**src/rtl/fnc_pkg.sv**
```systemverilog
// fnc_pkg: shared constants, types and state encoding for the fat next cluster lookup
// no dependencies; compile first
package fnc_pkg;

  localparam int WINDOW_SECTORS = 4;
  localparam int SECTOR_BYTES   = 512;
  localparam int WIN_BYTES      = WINDOW_SECTORS * SECTOR_BYTES;

  localparam int CL_W   = 28;
  localparam int OFF_W  = CL_W + 2;
  localparam int SB_W   = $clog2(SECTOR_BYTES);
  localparam int SEC_W  = OFF_W - SB_W;
  localparam int WIN_AW = $clog2(WIN_BYTES);
  // window-relative offsets wrap at 32 bits, so a far entry reads as outside
  localparam int LOC_W  = 32;
  localparam int CNT_W  = 3;
  localparam int RSC_W  = 16;
  localparam int CFG_W  = 16;

  localparam logic [1:0] FMT_FAT12 = 2'd0;
  localparam logic [1:0] FMT_FAT16 = 2'd1;
  localparam logic [1:0] FMT_FAT32 = 2'd2;

  localparam logic       OP_LOOKUP = 1'b0;
  localparam logic       OP_FILL   = 1'b1;

  localparam logic       KIND_ANSWER  = 1'b0;
  localparam logic       KIND_REQUEST = 1'b1;

  localparam logic       REG_TABLE_FORMAT = 1'b0;
  localparam logic       REG_RESERVED     = 1'b1;

  localparam logic [11:0] FAT12_MASK = 12'h0FFF;
  localparam logic [11:0] EOC12      = 12'hFF8;
  localparam logic [15:0] EOC16      = 16'hFFF8;
  localparam logic [31:0] EOC32      = 32'h0FFF_FFF8;

  typedef enum logic [1:0] {
    ST_IDLE,
    ST_FILL,
    ST_READ,
    ST_DONE
  } fnc_state_t;

  typedef struct packed {
    logic fill_write;
    logic miss_load;
    logic read_start;
    logic use_pending;
    logic read_step;
    logic answer_load;
  } fnc_cmd_t;

  typedef struct packed {
    logic op;
    logic hit;
    logic fill_last;
    logic read_last;
    logic slot_free;
  } fnc_status_t;

endpackage

```
**src/rtl/fnc_ctrl.sv**
```systemverilog
// fnc_ctrl: controller state machine, sequences fill, window read and answer
// depends on fnc_pkg for state and command/status types
module fnc_ctrl import fnc_pkg::*; (
  input  logic        clk,
  input  logic        rst,
  input  logic        in_valid,
  output logic        in_ready,
  input  fnc_status_t status,
  output fnc_cmd_t    cmd
);

  fnc_state_t state;
  fnc_state_t state_next;
  logic       accept;

  assign accept = in_valid && in_ready;

  always_ff @(posedge clk) begin
    if (rst) begin
      state <= ST_IDLE;
    end else begin
      state <= state_next;
    end
  end

  always_comb begin
    state_next = state;
    case (state)
      ST_IDLE: begin
        if (accept && status.op == OP_LOOKUP) begin
          state_next = status.hit ? ST_READ : ST_FILL;
        end
      end
      ST_FILL: begin
        if (accept && status.op == OP_FILL && status.fill_last) begin
          state_next = ST_READ;
        end
      end
      ST_READ: begin
        if (status.read_last) begin
          state_next = ST_DONE;
        end
      end
      ST_DONE: begin
        if (status.slot_free) begin
          state_next = ST_IDLE;
        end
      end
      default: state_next = ST_IDLE;
    endcase
  end

  always_comb begin
    in_ready = 1'b0;
    cmd      = '0;
    case (state)
      ST_IDLE: begin
        in_ready = status.slot_free;
        if (accept && status.op == OP_LOOKUP) begin
          cmd.read_start = status.hit;
          cmd.miss_load  = !status.hit;
        end
      end
      ST_FILL: begin
        in_ready = status.slot_free;
        if (accept && status.op == OP_FILL) begin
          cmd.fill_write  = 1'b1;
          cmd.read_start  = status.fill_last;
          cmd.use_pending = 1'b1;
        end
      end
      ST_READ: begin
        cmd.read_step = 1'b1;
      end
      ST_DONE: begin
        cmd.answer_load = status.slot_free;
      end
      default: begin
        in_ready = 1'b0;
      end
    endcase
  end

  // a fill word dropped in idle never starts a read
  assert property (@(posedge clk) disable iff (rst)
    (accept && state == ST_IDLE && status.op == OP_FILL) |=> state == ST_IDLE)
    else $error("stray fill word left idle");

  // pending answer is only started by the last fill word
  assert property (@(posedge clk) disable iff (rst)
    (state == ST_FILL && state_next == ST_READ) |-> (cmd.fill_write && status.fill_last))
    else $error("fill ended early");

  // read phase always ends in the answer state
  assert property (@(posedge clk) disable iff (rst)
    (state == ST_READ && status.read_last) |=> state == ST_DONE)
    else $error("read phase did not reach answer");

endmodule

```
**config.mk**
```make
export PLATFORM = sky130hd
export DESIGN_NAME = fnc_ctrl
export DESIGN_NICKNAME = d
export VERILOG_FILES = /design/src/rtl/fnc_pkg.sv /design/src/rtl/fnc_ctrl.sv
export SDC_FILE = /design/constraint.sdc
export NUM_CORES = 1
export LEC_CHECK = 0
export ABC_AREA = 1
export ABC_CLOCK_PERIOD_IN_PS = 1330
export BUFFER_PORTS_ARGS = -buffer_cell sky130_fd_sc_hd__buf_2
export CAP_MARGIN = 5
export CORE_AREA = 2 2 39 41
export CTS_BUF_LIST = sky130_fd_sc_hd__clkbuf_4
export CTS_CLUSTER_SIZE = 24
export DETAILED_ROUTE_END_ITERATION = 8
export DIE_AREA = 0 0 41 43
export PLACE_DENSITY = 0.56
export SKIP_LAST_GASP = 1
export SYNTH_ARGS = -nofsm -noshare
export SYNTH_HDL_FRONTEND = slang
export SYNTH_SLANG_ARGS = --single-unit
```
**constraint.sdc**
```tcl
create_clock -name clk -period 1.33 [get_ports clk]
set_input_delay 0 -clock clk [delete_from_list [all_inputs] [get_ports clk]]
set_output_delay 0 -clock clk [all_outputs]
set_load 0.01 [all_outputs]
```
== Word level (Yosys, flattened, before mapping) ==
Index checks and enable logic that the tools add are counted.

* Add/subtract/negate cells: 0
* Multipliers: 0
* Divide/modulo/power cells: 0
* $lt $le $gt $ge: 0
* Equality and inequality tests: 7
* Shifts and indexed selects: 0
* Muxes and demuxes: 16
* Bitwise operators: 1
* Reductions and logical operators: 8

{| class="wikitable"
|+ Operators with widths
! operator !! count
|-
| 2-bit two-way mux || 7
|-
| 2-bit inequality test, second input constant || 4
|-
| 2-bit case mux with 4 select lines || 1
|-
| 1-bit two-way mux || 7
|-
| 2-bit == test, second input constant || 2
|-
| 1-bit logical AND || 4
|-
| 4-bit AND reduction || 1
|-
| 2-bit by 1-bit == test with 1-bit output, second input constant || 1
|-
| 2-bit zero test || 1
|-
| 1-bit case mux with 2 select lines || 1
|-
| 2-bit OR reduction || 1
|-
| 1-bit zero test || 1
|-
| 1-bit inverter || 1
|}

* Register bits after elaboration: 2
* Latch bits: 0
* Memory bits (writable): 0
* ROM bits: 0
* Bits of input ports: 8
* Output and inout port bits: 7
* Logic and storage cells: 33
* Memories kept: 0

== Logic depth before layout (Yosys ltp) ==
* Word-level depth: 8
* Depth in mapped cells: 9
* Mapped depth without buffers: 9

== Worst setup path before layout ==
Ideal clock, no wire load.

* Kind: register -> register
* Start point: register state[0]
* End point: register state[0]
* Library setup time: 0.115 ns
* Arrival: 1.234 ns
* Required time: 1.215 ns
* Slack: -0.019 ns
* Stages on the path, launching flop included: 10
* Buffers on the path: 0
* Clock period less this slack: 1.349 ns
* Path through: dfxtp_1 inv_1 ha_1 nor2_1 nor2_2 nand4_2 nand2_2 nand3_1 nand2_1 nor2_1

* Word-level cells in the longest chain between the ends: 8
* Elaborated cells between the ends (all ways): 16
* Those cells by class: 7 x eq/ne; 2 x mux; 7 x reduce/logical

{| class="wikitable"
|+ Ends and longest elaborated chain
! element !! line !! source
|-
| start, declared || fnc_ctrl.sv:12 || <nowiki>fnc_state_t state;</nowiki>
|-
| start signal, assigned || fnc_ctrl.sv:22 || <nowiki>state <= state_next;</nowiki>
|-
| 2-bit by 1-bit == test with 1-bit output / 2-bit zero test (equally long branches) || fnc_ctrl.sv:56 || <nowiki>case (state)</nowiki>
|-
| 2-bit OR reduction (no line) (*) || - ||
|-
| 1-bit two-way mux (*) || fnc_ctrl.sv:56 ||
|-
| named net in_ready || fnc_ctrl.sv:7 || <nowiki>output logic in_ready,</nowiki>
|-
| 1-bit logical AND (*) || fnc_ctrl.sv:16 || <nowiki>assign accept = in_valid && in_ready;</nowiki>
|-
| 1-bit logical AND (2 in a row) || fnc_ctrl.sv:35 || <nowiki>if (accept && status.op == OP_FILL && status.fill_last) begin</nowiki>
|-
| 2-bit inequality test (no line) || - ||
|-
| 4-bit AND reduction (no line) (*) || - ||
|}

The timed path passes the listed nets; every way through them passes the cells marked *.
A chain may end at the register's enable or synchronous reset.

==> flow_metrics.tcl <==
set metrics [dict create \
    status "finished with violations" \
    violations "negative setup slack" \
    cp_cell_sequence "inv_4 -> ha_4 -> inv_4 -> nand2_4 -> nand4_4 -> buf_6 -> o22ai_2 -> buf_2" \
    cts_tree "done" \
    syn-instance-count 43 \
    synth.distinct_cells 17 \
    cts_root_buf "clkbuf_4" \
    cp.buffers_inverters 4 \
    syn_area_um2 280 \
    drt_first_pass_iters 2 \
    ys_top_cells_by_area "ha_1 18%, dfxtp_1 14%, inv_1 12%" \
    worst_slack_ns -0.0452 \
    synth_area_per_cell_um2 6.52 \
    grt_remaining_overflow 0 \
    finClkSkew_ns 0.000330 \
    grt_pass1_vias 324 \
    worst_path_max_delay_cell "dfxtp_4" \
    ys_seq_area_share_pct 14.3 \
    worstPathRequired_ns 1.33 \
    crit_arrival_ns 1.38 \
    via_per_inst 4.17 \
    area_delta_synth_final_pct 105 \
    cpPeakStageDelay_ns 0.36 \
    synth.top_cell.area_share_pct 17.9 \
    cts.sinks 2 \
    yosys_warnings 0 \
    wl_um 783 \
    timing.critical_path.from "state[0]" \
    setup_viol 3 \
    floorplan.initialDensity_pct 20.3 \
    worst_pin_slew_ns 0.172 \
    endpoint_kind "output port" \
    vdd_drop_max_uv 846 \
    powerDensity_nw_per_um2 1630 \
    hold_end "state[1]" \
    power.leakage_nw 0.289 \
    nets 84 \
    worst_path_most_repeated_cell "inv_4" \
    regToRegStartpoint "state[0]" \
    cts_buffer_depth 2 \
    finalPower_mw 0.937 \
    worstPathMaxFanout 4 \
    fmax_mhz 727 \
    r2r_setup_slack_ns -0.02 \
    post-route-drc-count 0 \
    hold_viol 0 \
    hold_depth 4 \
    worstSetupPathType "reg -> out" \
    grt_pass1_wl_um 1170 \
    yosysTopAreaCell "ha_1" \
    finalCritPeriodShare_pct 103 \
    cap_violations 0 \
    clk_pin_slew_ns 0.03 \
    relSlewSlack_pct 88.5 \
    portBuffers 14 \
    final_common_cell "buf_2" \
    cts_buffers 3 \
    dieArea_um2 1760 \
    drive_gt1_share_pct 74.3 \
    largest_reg_flops 2 \
    core-area_um2 1380 \
    rows 14 \
    wl_per_cell_um 9.10 \
    hp-class "in -> reg" \
    antenna_found_initial 0 \
    layout_min_cycle_time_ns 1.38 \
    post-place-ws_ns -0.0640 \
    drv_slew 0 \
    r2r_cells 8 \
    hold_buffers 0 \
    h-tree-depth 1 \
    clk_latency_ns 0.22 \
    crit_family "buffers and inverters" \
    place.gp.congestion 0.715 \
    synth_nets 55 \
    drtIter0Drc 2 \
    fp.dieH_um 43 \
    synth_seq_cells 2 \
    io_pins 15 \
    grt_use_total_pct 9.61 \
    dr_total_vias 359 \
    grt_max_degree 5 \
    timing.rr.end "state[0]" \
    die_w_um 41 \
    dp_hpwl_um 530 \
    reg_top3 "state x2" \
    placed_cells 79 \
    rsz0062_at_grt "true" \
    min_from "rst" \
    final_antenna_net_count 0 \
    cp-start-kind "register" \
    top_register "state" \
    layout_common_cells "14 x buf_2, 9 x buf_4, 5 x inv_1, 5 x nand2_1" \
    diodes 0 \
    post_layout_nonfiller_instances 86 \
]
-- stage by stage --
| step | hold WS [ns] | cell area (um^2) | utilization, % | setup TNS (ns) |
|---|---|---|---|---|
| 6_report | 0.00922 | 576 | 41.6 | -0.0695 |
| 5_1_grt | 0.0422 | 576 | 41.6 | -0.545 |
| 4_1_cts | 0.00826 | 528 | 38.2 | -0.186 |
| 3_5_place_dp | 0.252 | 425 | 30.7 | -0.118 |
| 3_3_place_gp | 0.249 | 425 | 30.7 | -0.123 |
| 2_1_floorplan | 0.0961 | 290 | - | 0 |
-- synthesized netlist by cell type, drive strengths merged --
library cell	n
o21ai	2
or2	1
o22ai	1
nor2	6
dfxtp	2
a21oi	3
ha	4
inv	10
nand4	2
nand3	3
nand2	7
a21boi	1
buf	1
-- routing by layer --
layer	track usage (%)	share of wire (%)	vias up
met5	0	0	-
met1	9.55	40	156
li1	-	-	193
met3	0	5.0	0
met4	6.00	0	0
met2	17.8	55	10
-- how the worst max path moves through the flow --
stage,endpoint,slack [ns],cells past startpoint
after floorplan,state[0],0.02,9
after global placement,state[0],-0.07,9
after detailed placement,state[0],-0.06,9
after CTS,cmd[3],-0.08,8
after global routing,cmd[5],-0.11,8
final,cmd[3],-0.05,8
-- kinds of logic (layout without fill, tap and decap cells) --
| kind of cell | count (synthesis) | after routing | share of synthesized area (%) |
|---|---|---|---|
| AOI/OAI and AO/OA | 7 | 7 | 15.2 |
| adders and majority gates | 4 | 4 | 17.9 |
| buffers and inverters | 11 | 38 | 16.1 |
| DFF | 2 | 2 | 14.3 |
| and+or+nand+nor | 19 | 19 | 36.6 |
-- cell type report --
cell class | instances | area (um^2)
Tap cell | 16 | 20.0
Inverter | 10 | 45.0
Clock buffer | 3 | 22.5
Multi-Input combinational cell | 30 | 283
Sequential cell | 2 | 45.0
Fill cell | 155 | 808
Timing Repair Buffer | 25 | 160
-- tightest hold or removal path, stage by stage --
cell and delay (ns):
buf_2 0.07, inv_1 0.04, nand2_1 0.05, nor2_1 0.03
-- power breakdown --
part / leakage [nW] / switching (mW) / internal, mW
Clock: 0.0138 / 0.0342 / 0.0995
Combinational: 0.258 / 0.337 / 0.351
Sequential: 0.0175 / 0.0283 / 0.0872
-- what timing repair did --
action	4_1_cts	5_1_grt
gates resized for setup	14	15
buffers inserted	4	0
gates cloned	0	0
endpoints found under the setup margin	7	6
pin swaps	4	4
No activity file was read; power rests on OpenSTA's default activity.
